<file path="src/design/xdec_pkg.sv">
package xdec_pkg;

    // opcode classes seen by the front end
    typedef enum logic [2:0] {
        CL_NONE,
        CL_JMP,
        CL_RMR,
        CL_IREG,
        CL_IRM,
        CL_MEMACC,
        CL_ACCMEM
    } instr_class_t;

    // operation codes on the result
    localparam logic [2:0] OP_MOV = 3'd0;
    localparam logic [2:0] OP_ADD = 3'd1;
    localparam logic [2:0] OP_SUB = 3'd2;
    localparam logic [2:0] OP_CMP = 3'd3;
    localparam logic [2:0] OP_JCC = 3'd4;

    // form codes on the result
    localparam logic [2:0] FORM_RM_REG   = 3'd0;
    localparam logic [2:0] FORM_IMM_REG  = 3'd1;
    localparam logic [2:0] FORM_IMM_RM   = 3'd2;
    localparam logic [2:0] FORM_MEM_ACC  = 3'd3;
    localparam logic [2:0] FORM_ACC_MEM  = 3'd4;
    localparam logic [2:0] FORM_JUMP     = 3'd5;
    localparam logic [2:0] FORM_UNREC    = 3'd6;

    // opcode patterns
    localparam logic [5:0] PAT_MOV_RM    = 6'b100010;
    localparam logic [6:0] PAT_MOV_IRM   = 7'b1100011;
    localparam logic [3:0] PAT_MOV_IREG  = 4'b1011;
    localparam logic [6:0] PAT_MEM_ACC   = 7'b1010000;
    localparam logic [6:0] PAT_ACC_MEM   = 7'b1010001;
    localparam logic [7:0] MASK_ARITH_RM = 8'b11000100;
    localparam logic [7:0] MASK_ARITH_IA = 8'b11000110;
    localparam logic [7:0] VAL_ARITH_IA  = 8'b00000100;
    localparam logic [2:0] RM_DIRECT     = 3'b110;

    // raw instruction assembled by the front end
    typedef struct packed {
        logic [7:0]  opcode;
        logic [7:0]  modrm;
        logic [15:0] disp;
        logic [15:0] imm;
        logic [2:0]  length;
    } raw_instr_t;

    // decoded record as it leaves the block
    typedef struct packed {
        logic [2:0]         operation;
        logic [2:0]         form;
        logic               wide;
        logic               reg_is_dest;
        logic               sign_extend;
        logic [1:0]         mode_field;
        logic [2:0]         reg_field;
        logic [2:0]         rm_field;
        logic signed [15:0] displacement;
        logic [15:0]        immediate;
        logic [7:0]         opcode_byte;
        logic [2:0]         length;
    } dec_rec_t;

    function automatic logic arith_code(input logic [2:0] op);
        return (op == 3'd0) || (op == 3'd5) || (op == 3'd7);
    endfunction

    function automatic logic [2:0] arith_operation(input logic [2:0] op);
        logic [2:0] r;
        case (op)
            3'd0:    r = OP_ADD;
            3'd5:    r = OP_SUB;
            default: r = OP_CMP;
        endcase
        return r;
    endfunction

    function automatic instr_class_t classify(input logic [7:0] b);
        logic ar;
        instr_class_t c;
        ar = arith_code(b[5:3]);
        if ((b inside {[8'h70:8'h7F]}) || (b inside {[8'hE0:8'hE3]}))
            c = CL_JMP;
        else if ((b[7:2] == PAT_MOV_RM) || (ar && ((b & MASK_ARITH_RM) == 8'h00)))
            c = CL_RMR;
        else if ((b[7:4] == PAT_MOV_IREG) || (ar && ((b & MASK_ARITH_IA) == VAL_ARITH_IA)))
            c = CL_IREG;
        else if ((b[7:1] == PAT_MOV_IRM) || (b inside {[8'h80:8'h83]}))
            c = CL_IRM;
        else if (b[7:1] == PAT_MEM_ACC)
            c = CL_MEMACC;
        else if (b[7:1] == PAT_ACC_MEM)
            c = CL_ACCMEM;
        else
            c = CL_NONE;
        return c;
    endfunction

    function automatic logic [1:0] disp_total(input instr_class_t c, input logic [7:0] m);
        logic [1:0] n;
        n = 2'd0;
        case (c)
            CL_JMP:               n = 2'd1;
            CL_MEMACC, CL_ACCMEM: n = 2'd2;
            CL_RMR, CL_IRM: begin
                case (m[7:6])
                    2'd0:    n = (m[2:0] == RM_DIRECT) ? 2'd2 : 2'd0;
                    2'd1:    n = 2'd1;
                    2'd2:    n = 2'd2;
                    default: n = 2'd0;
                endcase
            end
            default:              n = 2'd0;
        endcase
        return n;
    endfunction

    function automatic logic [1:0] imm_total(input instr_class_t c, input logic [7:0] b);
        logic [1:0] n;
        logic w;
        logic s;
        n = 2'd0;
        case (c)
            CL_IREG: begin
                w = (b[7:4] == PAT_MOV_IREG) ? b[3] : b[0];
                n = w ? 2'd2 : 2'd1;
            end
            CL_IRM: begin
                w = b[0];
                s = (b[7:1] == PAT_MOV_IRM) ? 1'b0 : b[1];
                n = (w && !s) ? 2'd2 : 2'd1;
            end
            default: n = 2'd0;
        endcase
        return n;
    endfunction

endpackage

</file>
<file path="src/design/xdec_front.sv">
module xdec_front (
    input  logic                aclk,
    input  logic                aresetn,
    input  logic                byte_valid,
    input  logic [7:0]          code_byte,
    output logic                push,
    output xdec_pkg::raw_instr_t push_rec
);
    import xdec_pkg::*;

    typedef enum logic [1:0] {PH_OPCODE, PH_MODRM, PH_DISP, PH_IMM} phase_t;

    phase_t       phase_reg, phase_next;
    logic [7:0]   opcode_reg, opcode_next;
    logic [7:0]   modrm_reg, modrm_next;
    logic [2:0]   len_reg, len_next;
    logic [1:0]   dleft_reg, dleft_next;
    logic [1:0]   ileft_reg, ileft_next;
    logic [15:0]  disp_reg, disp_next;
    logic [15:0]  imm_reg, imm_next;
    instr_class_t cls_held;
    instr_class_t cls_new;
    logic [1:0]   dtot;
    logic [1:0]   itot;
    logic         done;
    logic         adv;

    assign cls_held = classify(opcode_reg);
    assign cls_new  = classify(code_byte);
    assign dtot     = disp_total(cls_held, modrm_reg);
    assign itot     = imm_total(cls_held, opcode_reg);

    always_comb begin
        phase_next  = phase_reg;
        opcode_next = opcode_reg;
        modrm_next  = modrm_reg;
        len_next    = len_reg;
        dleft_next  = dleft_reg;
        ileft_next  = ileft_reg;
        disp_next   = disp_reg;
        imm_next    = imm_reg;
        done        = 1'b0;
        adv         = 1'b0;
        if (byte_valid) begin
            case (phase_reg)
                PH_MODRM: begin
                    modrm_next = code_byte;
                    len_next   = len_reg + 3'd1;
                    dleft_next = disp_total(cls_held, code_byte);
                    ileft_next = imm_total(cls_held, opcode_reg);
                    adv        = 1'b1;
                end
                PH_DISP: begin
                    if (dtot == 2'd1)
                        disp_next = {{8{code_byte[7]}}, code_byte};
                    else if (dleft_reg == 2'd2)
                        disp_next = {8'h00, code_byte};
                    else
                        disp_next = {code_byte, disp_reg[7:0]};
                    len_next   = len_reg + 3'd1;
                    dleft_next = dleft_reg - 2'd1;
                    adv        = 1'b1;
                end
                PH_IMM: begin
                    // second byte of a two-byte immediate fills the high half
                    if ((itot == 2'd2) && (ileft_reg == 2'd1))
                        imm_next = {code_byte, imm_reg[7:0]};
                    else
                        imm_next = {8'h00, code_byte};
                    len_next   = len_reg + 3'd1;
                    ileft_next = ileft_reg - 2'd1;
                    adv        = 1'b1;
                end
                default: begin
                    opcode_next = code_byte;
                    modrm_next  = 8'h00;
                    len_next    = 3'd1;
                    disp_next   = 16'h0000;
                    imm_next    = 16'h0000;
                    dleft_next  = 2'd0;
                    ileft_next  = 2'd0;
                    case (cls_new)
                        CL_NONE: begin
                            done = 1'b1;
                        end
                        CL_RMR, CL_IRM: begin
                            phase_next = PH_MODRM;
                        end
                        default: begin
                            dleft_next = disp_total(cls_new, 8'h00);
                            ileft_next = imm_total(cls_new, code_byte);
                            adv        = 1'b1;
                        end
                    endcase
                end
            endcase
            if (adv) begin
                if (dleft_next != 2'd0)
                    phase_next = PH_DISP;
                else if (ileft_next != 2'd0)
                    phase_next = PH_IMM;
                else
                    done = 1'b1;
            end
            if (done)
                phase_next = PH_OPCODE;
        end
    end

    always_ff @(posedge aclk) begin
        if (!aresetn) begin
            phase_reg  <= PH_OPCODE;
            opcode_reg <= 8'h00;
            modrm_reg  <= 8'h00;
            len_reg    <= 3'd0;
            dleft_reg  <= 2'd0;
            ileft_reg  <= 2'd0;
            disp_reg   <= 16'h0000;
            imm_reg    <= 16'h0000;
        end else begin
            phase_reg  <= phase_next;
            opcode_reg <= opcode_next;
            modrm_reg  <= modrm_next;
            len_reg    <= len_next;
            dleft_reg  <= dleft_next;
            ileft_reg  <= ileft_next;
            disp_reg   <= disp_next;
            imm_reg    <= imm_next;
        end
    end

    assign push            = done;
    assign push_rec.opcode = opcode_next;
    assign push_rec.modrm  = modrm_next;
    assign push_rec.disp   = disp_next;
    assign push_rec.imm    = imm_next;
    assign push_rec.length = len_next;

endmodule

</file>
<file path="src/design/xdec_fifo.sv">
module xdec_fifo #(
    parameter int DEPTH = 2
) (
    input  logic                 aclk,
    input  logic                 aresetn,
    input  logic                 push,
    input  xdec_pkg::raw_instr_t push_rec,
    input  logic                 pop,
    output logic                 full,
    output logic                 not_empty,
    output xdec_pkg::raw_instr_t head_rec
);
    import xdec_pkg::*;

    localparam int PW = (DEPTH > 1) ? $clog2(DEPTH) : 1;
    localparam int CW = $clog2(DEPTH + 1);

    raw_instr_t    store_reg [DEPTH];
    logic [PW-1:0] wr_ptr_reg, wr_ptr_next;
    logic [PW-1:0] rd_ptr_reg, rd_ptr_next;
    logic [CW-1:0] count_reg, count_next;
    logic          do_push;
    logic          do_pop;

    assign full      = (count_reg == CW'(DEPTH));
    assign not_empty = (count_reg != '0);
    assign do_push   = push && !full;
    assign do_pop    = pop && not_empty;
    assign head_rec  = store_reg[rd_ptr_reg];

    always_comb begin
        wr_ptr_next = wr_ptr_reg;
        rd_ptr_next = rd_ptr_reg;
        count_next  = count_reg;
        if (do_push)
            wr_ptr_next = (wr_ptr_reg == PW'(DEPTH - 1)) ? '0 : wr_ptr_reg + PW'(1);
        if (do_pop)
            rd_ptr_next = (rd_ptr_reg == PW'(DEPTH - 1)) ? '0 : rd_ptr_reg + PW'(1);
        if (do_push && !do_pop)
            count_next = count_reg + CW'(1);
        else if (do_pop && !do_push)
            count_next = count_reg - CW'(1);
    end

    always_ff @(posedge aclk) begin
        if (!aresetn) begin
            wr_ptr_reg <= '0;
            rd_ptr_reg <= '0;
            count_reg  <= '0;
        end else begin
            wr_ptr_reg <= wr_ptr_next;
            rd_ptr_reg <= rd_ptr_next;
            count_reg  <= count_next;
        end
    end

    always_ff @(posedge aclk) begin
        if (do_push)
            store_reg[wr_ptr_reg] <= push_rec;
    end

endmodule

</file>
<file path="src/design/xdec_back.sv">
module xdec_back (
    input  logic                 aclk,
    input  logic                 aresetn,
    input  logic                 head_valid,
    input  xdec_pkg::raw_instr_t head_rec,
    output logic                 pop,
    output logic                 out_valid,
    input  logic                 out_ready,
    output xdec_pkg::dec_rec_t   out_rec
);
    import xdec_pkg::*;

    instr_class_t cls;
    dec_rec_t     dec;
    dec_rec_t     rec_reg;
    logic         valid_reg, valid_next;
    logic [7:0]   b;
    logic [7:0]   m;

    assign b   = head_rec.opcode;
    assign m   = head_rec.modrm;
    assign cls = classify(b);

    always_comb begin
        dec              = '0;
        dec.opcode_byte  = b;
        dec.length       = head_rec.length;
        dec.displacement = head_rec.disp;
        dec.immediate    = head_rec.imm;
        if ((cls == CL_RMR) || (cls == CL_IRM)) begin
            dec.mode_field = m[7:6];
            dec.reg_field  = m[5:3];
            dec.rm_field   = m[2:0];
            dec.wide       = b[0];
        end
        case (cls)
            CL_JMP: begin
                dec.operation = OP_JCC;
                dec.form      = FORM_JUMP;
            end
            CL_RMR: begin
                dec.operation   = (b[7:2] == PAT_MOV_RM) ? OP_MOV : arith_operation(b[5:3]);
                dec.form        = FORM_RM_REG;
                dec.reg_is_dest = b[1];
            end
            CL_IREG: begin
                dec.form = FORM_IMM_REG;
                if (b[7:4] == PAT_MOV_IREG) begin
                    dec.operation = OP_MOV;
                    dec.wide      = b[3];
                    dec.reg_field = b[2:0];
                end else begin
                    dec.operation = arith_operation(b[5:3]);
                    dec.wide      = b[0];
                end
            end
            CL_IRM: begin
                if (b[7:1] == PAT_MOV_IRM) begin
                    dec.operation = OP_MOV;
                    dec.form      = FORM_IMM_RM;
                end else begin
                    dec.sign_extend = b[1];
                    // group opcodes with a reg field other than add, sub or cmp
                    if (arith_code(m[5:3])) begin
                        dec.operation = arith_operation(m[5:3]);
                        dec.form      = FORM_IMM_RM;
                    end else begin
                        dec.operation = OP_MOV;
                        dec.form      = FORM_UNREC;
                    end
                end
            end
            CL_MEMACC: begin
                dec.operation = OP_MOV;
                dec.form      = FORM_MEM_ACC;
                dec.wide      = b[0];
            end
            CL_ACCMEM: begin
                dec.operation = OP_MOV;
                dec.form      = FORM_ACC_MEM;
                dec.wide      = b[0];
            end
            default: begin
                dec.operation    = OP_MOV;
                dec.form         = FORM_UNREC;
                dec.displacement = '0;
                dec.immediate    = '0;
                dec.length       = 3'd1;
            end
        endcase
    end

    assign pop = head_valid && (!valid_reg || out_ready);

    always_comb begin
        valid_next = valid_reg;
        if (pop)
            valid_next = 1'b1;
        else if (out_ready)
            valid_next = 1'b0;
    end

    always_ff @(posedge aclk) begin
        if (!aresetn)
            valid_reg <= 1'b0;
        else
            valid_reg <= valid_next;
    end

    always_ff @(posedge aclk) begin
        if (pop)
            rec_reg <= dec;
    end

    assign out_valid = valid_reg;
    assign out_rec   = rec_reg;

endmodule

</file>
<file path="src/design/x86_16bit_instruction_field_decoder_core.sv">
// a record enters the queue on its last byte, then the output register once that is free
// throughput: one code byte per cycle while the queue is not full, one record per cycle
// set by the front tracker; the back end drains at that rate while m_tready is high
// reset: aresetn low at a rising edge clears the byte tracker, the queue and m_tvalid
// the first byte after reset is taken as an opcode
module x86_16bit_instruction_field_decoder_core #(
    parameter int QUEUE_DEPTH = 2
) (
    input  logic        aclk,
    input  logic        aresetn,
    input  logic        s_tvalid,
    output logic        s_tready,
    input  logic [7:0]  s_tdata,   // [7:0] code_byte
    output logic        m_tvalid,
    input  logic        m_tready,
    // [2:0] operation, [5:3] form, [6] wide, [7] reg_is_dest, [8] sign_extend,
    // [10:9] mode_field, [13:11] reg_field, [16:14] rm_field, [32:17] displacement,
    // [48:33] immediate, [56:49] opcode_byte, [59:57] length, [63:60] zero
    output logic [63:0] m_tdata
);
    import xdec_pkg::*;

    // front end: byte tracker that assembles one instruction
    logic       byte_beat;
    logic       push;
    raw_instr_t push_rec;

    // queue between front and back
    logic       q_full;
    logic       q_not_empty;
    logic       pop;
    raw_instr_t head_rec;

    // back end: field decode and output register
    dec_rec_t   out_rec;

    // a byte beat is taken whenever the queue has room for a finished record
    assign s_tready  = !q_full;
    assign byte_beat = s_tvalid && s_tready;

    xdec_front u_front (
        .aclk       (aclk),
        .aresetn    (aresetn),
        .byte_valid (byte_beat),
        .code_byte  (s_tdata),
        .push       (push),
        .push_rec   (push_rec)
    );

    xdec_fifo #(
        .DEPTH (QUEUE_DEPTH)
    ) u_fifo (
        .aclk      (aclk),
        .aresetn   (aresetn),
        .push      (push),
        .push_rec  (push_rec),
        .pop       (pop),
        .full      (q_full),
        .not_empty (q_not_empty),
        .head_rec  (head_rec)
    );

    xdec_back u_back (
        .aclk       (aclk),
        .aresetn    (aresetn),
        .head_valid (q_not_empty),
        .head_rec   (head_rec),
        .pop        (pop),
        .out_valid  (m_tvalid),
        .out_ready  (m_tready),
        .out_rec    (out_rec)
    );

    // pack the record, first field in the low bits
    assign m_tdata = {4'b0000,
                      out_rec.length,
                      out_rec.opcode_byte,
                      out_rec.immediate,
                      out_rec.displacement,
                      out_rec.rm_field,
                      out_rec.reg_field,
                      out_rec.mode_field,
                      out_rec.sign_extend,
                      out_rec.reg_is_dest,
                      out_rec.wide,
                      out_rec.form,
                      out_rec.operation};

`ifndef SYNTH
    // the queue only fills up behind a record held at the output
    a_backpressure_cause: assert property (@(posedge aclk) disable iff (!aresetn)
        !s_tready |-> m_tvalid)
        else $error("input stalled without a held output record");

    // a jump record is always the opcode plus one offset byte
    a_jump_shape: assert property (@(posedge aclk) disable iff (!aresetn)
        (m_tvalid && (out_rec.form == FORM_JUMP)) |->
            ((out_rec.operation == OP_JCC) && (out_rec.length == 3'd2)))
        else $error("jump record with wrong operation or length");

    // recorded lengths stay within one to six bytes
    a_length_range: assert property (@(posedge aclk) disable iff (!aresetn)
        m_tvalid |-> ((out_rec.length != 3'd0) && (out_rec.length != 3'd7)))
        else $error("record length out of range");
`endif

endmodule
</file>
<file path="config.mk">
export PLATFORM = sky130hd
export DESIGN_NAME = x86_16bit_instruction_field_decoder_core
export DESIGN_NICKNAME = d
export VERILOG_FILES = /design/src/design/xdec_pkg.sv /design/src/design/xdec_front.sv /design/src/design/xdec_fifo.sv /design/src/design/xdec_back.sv /design/src/design/x86_16bit_instruction_field_decoder_core.sv
export SDC_FILE = /design/constraint.sdc
export NUM_CORES = 1
export LEC_CHECK = 0
export ABC_AREA = 1
export BUFFER_PORTS_ARGS = -buffer_cell sky130_fd_sc_hd__buf_2
export CORE_MARGIN = 1.5
export CORE_UTILIZATION = 35
export CTS_CLUSTER_SIZE = 28
export DETAILED_ROUTE_END_ITERATION = 7
export HOLD_SLACK_MARGIN = 0.03
export PLACE_DENSITY = 0.56
export SYNTH_ARGS = -nofsm -noshare
export SYNTH_HDL_FRONTEND = slang
export SYNTH_HIERARCHICAL = 1
export SYNTH_SLANG_ARGS = --single-unit
</file>
<file path="constraint.sdc">
create_clock -name aclk -period 6.4 [get_ports aclk]
set_input_delay 0.96 -clock aclk [delete_from_list [all_inputs] [get_ports aclk]]
set_output_delay 0.96 -clock aclk [all_outputs]
set_load 0.01 [all_outputs]
</file>
==> results of run 1 <==
worst max-delay path by stage:
stage,start,to,slack (ns),cells past startpoint
2_1_floorplan,m_tready,u_fifo/count_reg[1],1.38,10
3_3_place_gp,u_front/phase_reg[0],u_fifo/store_reg[1][46],2.32,13
3_5_place_dp,u_front/phase_reg[0],u_fifo/store_reg[0][40],2.19,13
4_1_cts,u_front/phase_reg[0],u_fifo/store_reg[0][41],2.19,13
5_1_grt,u_front/phase_reg[0],u_fifo/store_reg[1][50],1.84,13
6_report,u_front/phase_reg[0],u_fifo/store_reg[1][45],2.21,13
final cells by class:
class | instances | area (µm²) | share of cell area [%]
sequential | 225 | 6130 | 51.6
multi-input combinational | 657 | 3640 | 30.7
clock buffer | 31 | 679 | 5.72
tap | 390 | 488 | 4.11
inverter | 116 | 439 | 3.70
timing repair buffer | 79 | 410 | 3.45
clock inverter | 14 | 92.6 | 0.779
routing by layer:
layer / share of wire (%) / global-route usage, % / vias to the layer above
met5: 0 / 0 / -
met4: 1.8 / 3.70 / 0
met3: 4.6 / 2.15 / 34
met2: 45 / 23.3 / 160
met1: 48 / 19.8 / 3248
li1: - / - / 3558
worst min-delay path, delay by kind of cell, from the launching register on:
| family | cells | cell delay (ns) |
|---|---|---|
| AO/OA/AOI/OAI | 1 | 0.06 |
| AND/OR/NAND/NOR | 1 | 0.07 |
| flip-flops | 1 | 0.30 |
Yosys cell counts, drive strengths merged (2+ instances only):
cell	count	area share, %
ha	9	1.1
mux2	51	7.3
o22ai	3	0.18
dfxtp	63	12
nand3	28	1.7
a21oi	71	3.7
o31ai	12	1.2
edfxtp	162	46
o211ai	2	0.14
clkinv	2	0.084
nand4	3	0.18
o21ai	55	2.7
nor2	103	4.0
nand2	298	11
or2	3	0.18
nor3	7	0.33
buf	20	2.2
inv	114	4.1
clkbuf	17	0.61
layout by cell type (no fill, tap or decap), types with 3 or more instances in the layout:
cell,synthesis,routed
nand2_1,287,287
inv_2,6,6
o22ai_1,3,3
clkbuf_16,0,26
nand2_2,7,7
o31ai_1,4,4
o31ai_2,8,8
dfxtp_1,63,62
nand3_2,5,5
clkinv_2,1,6
o21ai_1,14,14
edfxtp_1,162,162
a21oi_1,63,62
nor2_4,1,3
a21oi_2,8,8
nand3_1,22,22
buf_4,5,6
o21ai_0,40,40
nor3_1,7,7
ha_1,9,9
clkbuf_1,17,4
mux2_4,50,50
nand2_4,4,4
nor2_2,8,8
buf_2,3,73
or2_2,3,3
nand4_1,3,3
inv_1,107,107
clkinv_1,1,7
conb_1,1,4
nor2_1,94,92
through the flow:
| step | instances | power [mW] | area (µm²) | utilization, % |
|---|---|---|---|---|
| global route | 1512 | 5.21 | 11900 | 40.2 |
| floorplan | 1035 | 3.23 | 10500 | - |
| CTS | 1512 | 4.98 | 11900 | 40.2 |
| global placement | 1467 | 3.60 | 11100 | 37.6 |
| finish | 1512 | 4.89 | 11900 | 40.2 |
| detailed placement | 1467 | 3.61 | 11100 | 37.6 |
power by group through the flow:
| stage | registers (mW) | clock network, mW | logic, mW |
|---|---|---|---|
| after floorplan | 2.26 | 0 | 0.968 |
| after global placement | 2.18 | 0 | 1.42 |
| after detailed placement | 2.19 | 0 | 1.43 |
| after CTS | 2.16 | 1.39 | 1.43 |
| after global routing | 2.19 | 1.45 | 1.57 |
| final | 2.15 | 1.34 | 1.40 |
cells by family after synthesis:
group                      count (synthesis)  synth area share [%]
and+or+nand+nor                          446                  17.9
DFF                                      225                  58.5
adders and majority gates                  9                  1.08
buffers and inverters                    153                  7.02
AOI/OAI and AO/OA                        147                  8.21
other                                      1                0.0358
muxes                                     51                  7.28
==> results.cfg, run 1 <==
[outcome]
status = complete, no violations

[finish]
fin_nets = 1125
syn_to_final_growth_pct = 13.5
n_antenna_cell = 0
largest_reg_flops = 102
drive_above_1_share_pct = 20.0
fillers = 2940

[pwr]
power_frac_clock_pct = 27.5
switching_share_pct = 32.3
internal_power_mw = 3.31
ir_worst_vdd_uv = 346
powerDensity_nw_per_um2 = 411
p_leak_nw = 5.13
p_seq_share_pct = 43.9
power.switching_mw = 1.58
power_frac_comb_pct = 28.6

[logic_synthesis]
syn_area_um2 = 10500
postSynthCellCount = 1032
ys_seq_area_share_pct = 58.5
ys_ff_latch = 225
synth_edf_count = 162
avgSynthCellArea_um2 = 10.1
ys.flop_type = edfxtp_1
synthDistinctLibCells = 45
async_flop_share_pct = 0
yosysWarningCount = 6

[detailed_routing]
ant_nets = 0
drtIter0Drc = 578
first_pass_iters = 5
route.detailed.drc = 0
wirelength_um = 21900
routedWlPerCell_um = 14.5
vias_per_cell = 4.63
routed-via-count = 7000

[critical_path]
worst-path-buf-inv = 4
cp_slowest_cell = dfxtp_1
r2r_cells = 13
cp_max_fo = 27
critPathTopFamily = simple AND/OR/NAND/NOR gates
worstPathRequired_ns = 6.57
arrival_ns = 4.36
crit_chain = inv_1, ha_1, inv_1, o21ai_0, inv_1, nand2_1, a21oi_1, and2_1, nand3_2, nor2_1, o21ai_2, nor2_4, buf_4
cp-end-kind = register
r2r_slack_ns = 2.21
r2r-end = u_fifo/store_reg[1][45]
worstSetupStartpointType = register
crit-reg2reg-launch = u_front/phase_reg[0]
crit_top_cell = inv_1
crit_type = reg -> reg
cp_slowest_stage_delay_ns = 0.79

[worst_hold_path]
whs_path_depth = 2
hp-start = u_front/modrm_reg[3]
whs_endpoint = u_front/modrm_reg[3]
hp-class = reg -> reg

[sta]
layout_min_cycle_time_ns = 4.19
fin_ws_ns = 2.21
fmax_mhz = 239
worst-slew-pin-transition_ns = 1.09
slew_viol_final = 0
setup_viol = 0
hold_slack_ns = 0.470
finalHoldViolations = 0
finClkSkew_ns = 0.0108
fin_crit_sh_pct = 65.5
finalSetupTns_ns = 0
slew-limit-headroom_pct = 27.1
rsz0062_at_grt = false

[placement]
io_buffers = 73
pre_cts_ws_ns = 2.19
place_hpwl_um = 14800
place_congestion = 0.886

[floorplan]
ios = 78
initial_utilization_pct = 35.4
core_um2 = 29600
die_h_um = 176
row_count = 63
dieArea_um2 = 31000
die_x_um = 176

[clock_network]
cts_tree = built
worstSkewPairLatency_ns = 0.51
cts.sinks = 225
cts.clk_slew.worst_paths_ns = 0.06
h-tree-depth = 1
post_cts_resized = 0
cts_hold_buf = 0
cts_setup_buffers = 0
root_buffer = clkbuf_16
cts_made_buffers = 25
cts_buffer_depth = 3

[flow_run]
max_cap_viol_count = 0

[grt]
grtUsageTotal_pct = 14.3
grt_first_pass_wirelength_um = 35400
antenna_found_initial = 0
grt-ovfl-total = 0
grt_pass1_vias = 6770
grt_max_degree = 61
No activity file was read; power rests on OpenSTA's default activity.
==> run 2, diff against run 1 <==
--- a/config.mk
+++ b/config.mk
@@ -12,7 +12,7 @@
 export CTS_CLUSTER_SIZE = 28
 export DETAILED_ROUTE_END_ITERATION = 7
 export HOLD_SLACK_MARGIN = 0.03
-export PLACE_DENSITY = 0.56
+export PLACE_DENSITY = 0.58
 export SYNTH_ARGS = -nofsm -noshare
 export SYNTH_HDL_FRONTEND = slang
 export SYNTH_HIERARCHICAL = 1
==> constraint.sdc (replaced) <==
create_clock -name aclk -period 3.71 [get_ports aclk]
set_input_delay 0.5565 -clock aclk [delete_from_list [all_inputs] [get_ports aclk]]
set_output_delay 0.5565 -clock aclk [all_outputs]
set_load 0.01 [all_outputs]
==> results.cfg, run 2 (synthesized netlist as in run 1, its figures left out) <==
[outcome]
status = complete, no violations

[critical_path]
critPathTopFamily = buffers and inverters
arrival_ns = 3.10
worstPathRequired_ns = 3.88
cp-end-kind = register
cp_max_fo = 25
cp_num_cells = 13
worstSetupStartpointType = register
crit_type = reg -> reg
worst-path-buf-inv = 3
r2r_cells = 13
crit_chain = inv_1, ha_1, inv_1, nand2_1, o21ai_0, nand2_1, a21oi_1, and2_1, nand3_2, nor2_1, o21ai_2, nor2_4, buf_4
cp_slowest_cell = inv_1
cp_slowest_stage_delay_ns = 0.37

[sta]
worst-slew-pin-transition_ns = 1.06
rsz0062_at_grt = false
fin_ws_ns = 0.779
fmax_mhz = 341
fin_crit_sh_pct = 79.0
finalSetupTns_ns = 0
setup_viol = 0
layout_min_cycle_time_ns = 2.93
slew-limit-headroom_pct = 29.4
slew_viol_final = 0
finClkSkew_ns = 0.0179
finalHoldViolations = 0

[clock_network]
root_buffer = clkbuf_16
cts_tree = built
post_cts_resized = 0
cts_made_buffers = 26
cts_buffer_depth = 3
cts.clk_slew.worst_paths_ns = 0.06
worstSkewPairLatency_ns = 0.52
cts_hold_buf = 0
cts_setup_buffers = 0
cts.sinks = 225
h-tree-depth = 1

[grt]
antenna_found_initial = 0
grt_max_degree = 55
grt-busiest-layer = met2
globalRouteMet2Util_pct = 21.9
grtUsageTotal_pct = 13.6
grt_first_pass_wirelength_um = 34000
met3_usage_pct = 1.89
grt-ovfl-total = 0
grtUsageMet1_pct = 18.8
grt_pass1_vias = 6675

[floorplan]
ios = 78
core_um2 = 29600
die_x_um = 176
initial_utilization_pct = 35.4
die_h_um = 176
row_count = 63
dieArea_um2 = 31000

[detailed_routing]
routedWlPerCell_um = 13.6
ant_nets = 0
wirelength_um = 20700
first_pass_iters = 5
route.detailed.drc = 0
drtIter0Drc = 485
routed-via-count = 7051
vias_per_cell = 4.63

[pwr]
p_leak_nw = 5.23
ir_worst_vdd_uv = 350
powerDensity_nw_per_um2 = 714
power.total_mw = 8.59

[placement]
place_hpwl_um = 14300
pre_cts_ws_ns = 0.749
dpl-instance-area_um2 = 11200
place_congestion = 0.846
io_buffers = 73

[finish]
n_antenna_cell = 0
fin_nets = 1134
final_area_um2 = 12000
drive_above_1_share_pct = 21.1
syn_to_final_growth_pct = 15.0
mostFrequentLayoutCells = nand2_1, edfxtp_1, inv_1, nor2_1, buf_2
largest_reg_flops = 102
layout_commonest_cell = nand2_1

[worst_hold_path]
whs_path_depth = 4
hp-class = in -> reg

[flow_run]
max_cap_viol_count = 0
-- run 2: cell count changes in the layout (fill, tap and decap cells not counted) --
cell,previous run,this run
buf_4,6,14
bufinv_16,1,0
clkbuf_1,4,5
clkbuf_16,26,29
clkbuf_8,1,4
clkinv_1,7,2
clkinv_2,6,4
clkinv_4,0,4
clkinvlp_4,2,1
inv_4,1,2
-- run 2: through the flow --
stage | std cells | hold WS (ns) | utilization (%)
after floorplan | 1035 | 0.448 | -
after global routing | 1523 | 0.367 | 40.7
after CTS | 1523 | 0.338 | 40.7
after global placement | 1475 | 0.456 | 37.8
after detailed placement | 1475 | 0.462 | 37.8
final | 1523 | 0.357 | 40.7
-- run 2: worst paths after layout --
path | start | to | slack (ns)
setup / recovery | u_front/phase_reg[0] | u_fifo/store_reg[0][2] | 0.78
setup reg to reg | u_front/phase_reg[0] | u_fifo/store_reg[0][2] | 0.78
hold reg to reg | u_front/modrm_reg[3] | u_front/modrm_reg[3] | 0.47
hold / removal | m_tready | u_back/out_valid | 0.36
-- run 2: final cells by class --
type	instances	area, µm²
clock buffers	38	800
clock inverters	10	67.6
fillers	2862	17500
inverters	116	439
multi-input cells	657	3640
flip-flops and latches	225	6130
well taps	390	488
repair buffers	87	470
-- run 2: worst min-delay path, delay by kind of cell --
kind            cells  cell delay, ns
compound gates      1            0.07
simple gates        1            0.06
buf+inv             2            0.14
-- run 2: power breakdown --
group          leakage [nW]  internal [mW]  total (mW)  switching, mW
registers              2.06           3.48        3.66          0.181
clock network         0.426           1.50        2.48          0.978
logic                  2.74          0.892        2.45           1.56
-- run 2: per-layer routing --
| metal | part of all wire, % | wire, µm |
|---|---|---|
| met5 | 0 | 0 |
| met4 | 2.3 | 470 |
| met3 | 5.1 | 1050 |
| met2 | 45 | 9370 |
| met1 | 48 | 9860 |
==> run 3, diff against run 2 <==
--- a/config.mk
+++ b/config.mk
@@ -5,14 +5,14 @@
 export SDC_FILE = /design/constraint.sdc
 export NUM_CORES = 1
 export LEC_CHECK = 0
-export ABC_AREA = 1
+export ABC_AREA = 0
 export BUFFER_PORTS_ARGS = -buffer_cell sky130_fd_sc_hd__buf_2
 export CORE_MARGIN = 1.5
 export CORE_UTILIZATION = 35
 export CTS_CLUSTER_SIZE = 28
 export DETAILED_ROUTE_END_ITERATION = 7
 export HOLD_SLACK_MARGIN = 0.03
-export PLACE_DENSITY = 0.58
+export PLACE_DENSITY = 0.56
 export SYNTH_ARGS = -nofsm -noshare
 export SYNTH_HDL_FRONTEND = slang
 export SYNTH_HIERARCHICAL = 1
==> constraint.sdc (replaced) <==
create_clock -name aclk -period 2.8 [get_ports aclk]
set_input_delay 0.42 -clock aclk [delete_from_list [all_inputs] [get_ports aclk]]
set_output_delay 0.42 -clock aclk [all_outputs]
set_load 0.01 [all_outputs]
==> results.cfg, run 3 <==
[pwr]
p_seq_share_pct = 39.7
internal_power_mw = 8.56
ir_worst_vdd_uv = 593
p_leak_nw = 4.63
powerDensity_nw_per_um2 = 990
switching_share_pct = 31.2
power_frac_clock_pct = 25.5
power.total_mw = 12.5
power.switching_mw = 3.89
power_frac_comb_pct = 34.9

[floorplan]
row_count = 62
die_h_um = 173
die_x_um = 173
dieArea_um2 = 29900
initial_utilization_pct = 35.4
ios = 78
core_um2 = 28500

[flow_run]
max_cap_viol_count = 0

[logic_synthesis]
ys_seq_area_share_pct = 60.6
synth_common_cells = edfxtp_1, dfxtp_1, mux2_2
avgSynthCellArea_um2 = 13.0
postSynthCellCount = 776
yosys.area.top_type_share_pct = 48.2
yosysWarningCount = 6
ys.flop_type = edfxtp_1
syn_area_um2 = 10100
synth_edf_count = 162
synth_top_area_cell = edfxtp_1
ys_ff_latch = 225
yosysMostFrequentCell = edfxtp_1
ys_top_cells_by_area = edfxtp_1, dfxtp_1, mux2_2
async_flop_share_pct = 0
synthDistinctLibCells = 73

[sta]
fin_ws_ns = -0.103
slew-limit-headroom_pct = 54.1
fmax_mhz = 344
finalSetupTns_ns = -5.70
slew_viol_final = 0
layout_min_cycle_time_ns = 2.90
rsz0062_at_grt = true
fin_crit_sh_pct = 104
finClkSkew_ns = 0.00863
setup_viol = 89
worst-slew-pin-transition_ns = 0.684
finalHoldViolations = 0

[grt]
grt-ovfl-total = 0
grt-busiest-layer = met2
globalRouteMet2Util_pct = 24.0
grt_max_degree = 61
grtUsageMet1_pct = 19.9
grt_pass1_vias = 6408
grtUsageTotal_pct = 14.5
grt_first_pass_wirelength_um = 34700
met3_usage_pct = 2.07
antenna_found_initial = 0

[finish]
largest_reg_flops = 102
fillers = 2710
drive_above_1_share_pct = 37.0
fin_nets = 942
layout_commonest_cell = edfxtp_1
syn_to_final_growth_pct = 24.5
mostFrequentLayoutCells = edfxtp_1, buf_4, buf_2, mux2_2, dfxtp_1
final_area_um2 = 12600
n_antenna_cell = 0

[detailed_routing]
vias_per_cell = 4.98
routedWlPerCell_um = 17.0
route.detailed.drc = 0
drtIter0Drc = 390
routed-via-count = 6583
first_pass_iters = 4
ant_nets = 0
wirelength_um = 22500

[clock_network]
cts_hold_buf = 0
worstSkewPairLatency_ns = 0.51
cts_tree = built
cts_buffer_depth = 3
h-tree-depth = 1
cts.sinks = 225
root_buffer = clkbuf_16
cts.clk_slew.worst_paths_ns = 0.06
cts_made_buffers = 24

[critical_path]
crit_type = reg -> reg
cp-end-kind = register
arrival_ns = 3.13
worst-path-buf-inv = 4
cp_slowest_cell = or3_4
cp_max_fo = 7
worstPathRequired_ns = 3.03
crit_chain = and4b_1, o31a_1, o31ai_2, a21oi_2, or3_4, a31oi_4, a22o_1, inv_2, nor3_4, buf_6, buf_12, buf_16
cp_slowest_stage_delay_ns = 0.41
worstSetupStartpointType = register
critPathTopFamily = compound AO/OA/AOI/OAI gates

[placement]
dpl-instance-area_um2 = 11400
io_buffers = 73
place_congestion = 0.788
place_hpwl_um = 13900

[outcome]
status = finished with violations
violations = negative setup slack

[worst_hold_path]
hp-class = in -> reg
run 3: cell count changes after synthesis, sizes merged, moves of 17 or more:
cell | before | now
a21boi | 1 | 37
a21oi | 71 | 26
a22o | 0 | 37
and2 | 1 | 45
buf | 20 | 37
inv | 114 | 30
nand2 | 298 | 24
nor2 | 103 | 32
o21ai | 55 | 29
run 3: repair_timing:
| action | 4_1_cts | 5_1_grt |
|---|---|---|
| pin swaps | 7 | 13 |
| setup endpoints to repair | 105 | 130 |
| cloned | 4 | 2 |
| buffers inserted | 15 | 3 |
| resized for setup | 30 | 20 |
run 3: area by class of cell:
class	count	area [µm²]	area share, %
flip-flops and latches	225	6150	48.9
multi-input cells	467	3740	29.7
repair buffers	173	1300	10.3
clock buffers	32	662	5.26
well taps	384	480	3.82
clock inverters	12	134	1.06
inverters	30	113	0.895
run 3: worst register-to-register path, cell delays in order (launching register included):
cell and delay (ns):
dfxtp_4 0.36, and4b_1 0.20, o31a_1 0.31, o31ai_2 0.24, a21oi_2 0.10, or3_4 0.41, a31oi_4 0.16, a22o_1 0.19
inv_2 0.06, nor3_4 0.18, buf_6 0.16, buf_12 0.12, buf_16 0.12
run 3: metal layers:
metal  wire length [µm]  vias up
met5                  0        -
met4                404        0
li1                   -     3212
met3                840       30
met1              10600     3207
met2              10600      134
run 3: kinds of logic (layout without fill, tap and decap cells):
family          after synthesis  in the layout  synth area share (%)
flops                       225            225                  60.6
compound gates              198            199                  15.5
simple gates                186            186                  10.8
buf+inv                      88            247                  4.33
mux                          66             66                  7.32
fa+ha+maj                     9              9                  1.11
xor+xnor                      3              3                 0.260
other cells                   1              4                0.0371
run 3: through the flow:
stage | instances | setup WS, ns | utilization (%) | hold WS (ns)
2_1_floorplan | 779 | -0.968 | - | 0.450
3_3_place_gp | 1259 | -0.344 | 39.9 | 0.462
3_5_place_dp | 1259 | -0.376 | 39.9 | 0.465
4_1_cts | 1322 | -0.111 | 43.8 | 0.239
5_1_grt | 1323 | -0.221 | 44.1 | 0.262
6_report | 1323 | -0.103 | 44.1 | 0.257
run 3: power groups by stage:
| stage | logic (mW) | registers [mW] | clock network (mW) |
|---|---|---|---|
| after floorplan | 2.32 | 5.22 | 0 |
| after global routing | 4.73 | 5.04 | 3.39 |
| after CTS | 4.33 | 4.95 | 3.27 |
| final | 4.34 | 4.94 | 3.17 |
| after detailed placement | 3.91 | 5.01 | 0 |
| after global placement | 3.89 | 5.01 | 0 |
run 3: path summary, 6_finish.rpt:
check / end / from / cells past startpoint / slack (ns)
setup reg to reg: u_fifo/store_reg[0][48] / u_front/opcode_reg[2] / 12 / -0.10
hold / removal: u_back/out_valid / m_tready / 3 / 0.26
hold reg to reg: u_front/imm_reg[9] / u_front/imm_reg[9] / 1 / 0.48
setup / recovery: u_fifo/store_reg[0][48] / u_front/opcode_reg[2] / 12 / -0.10
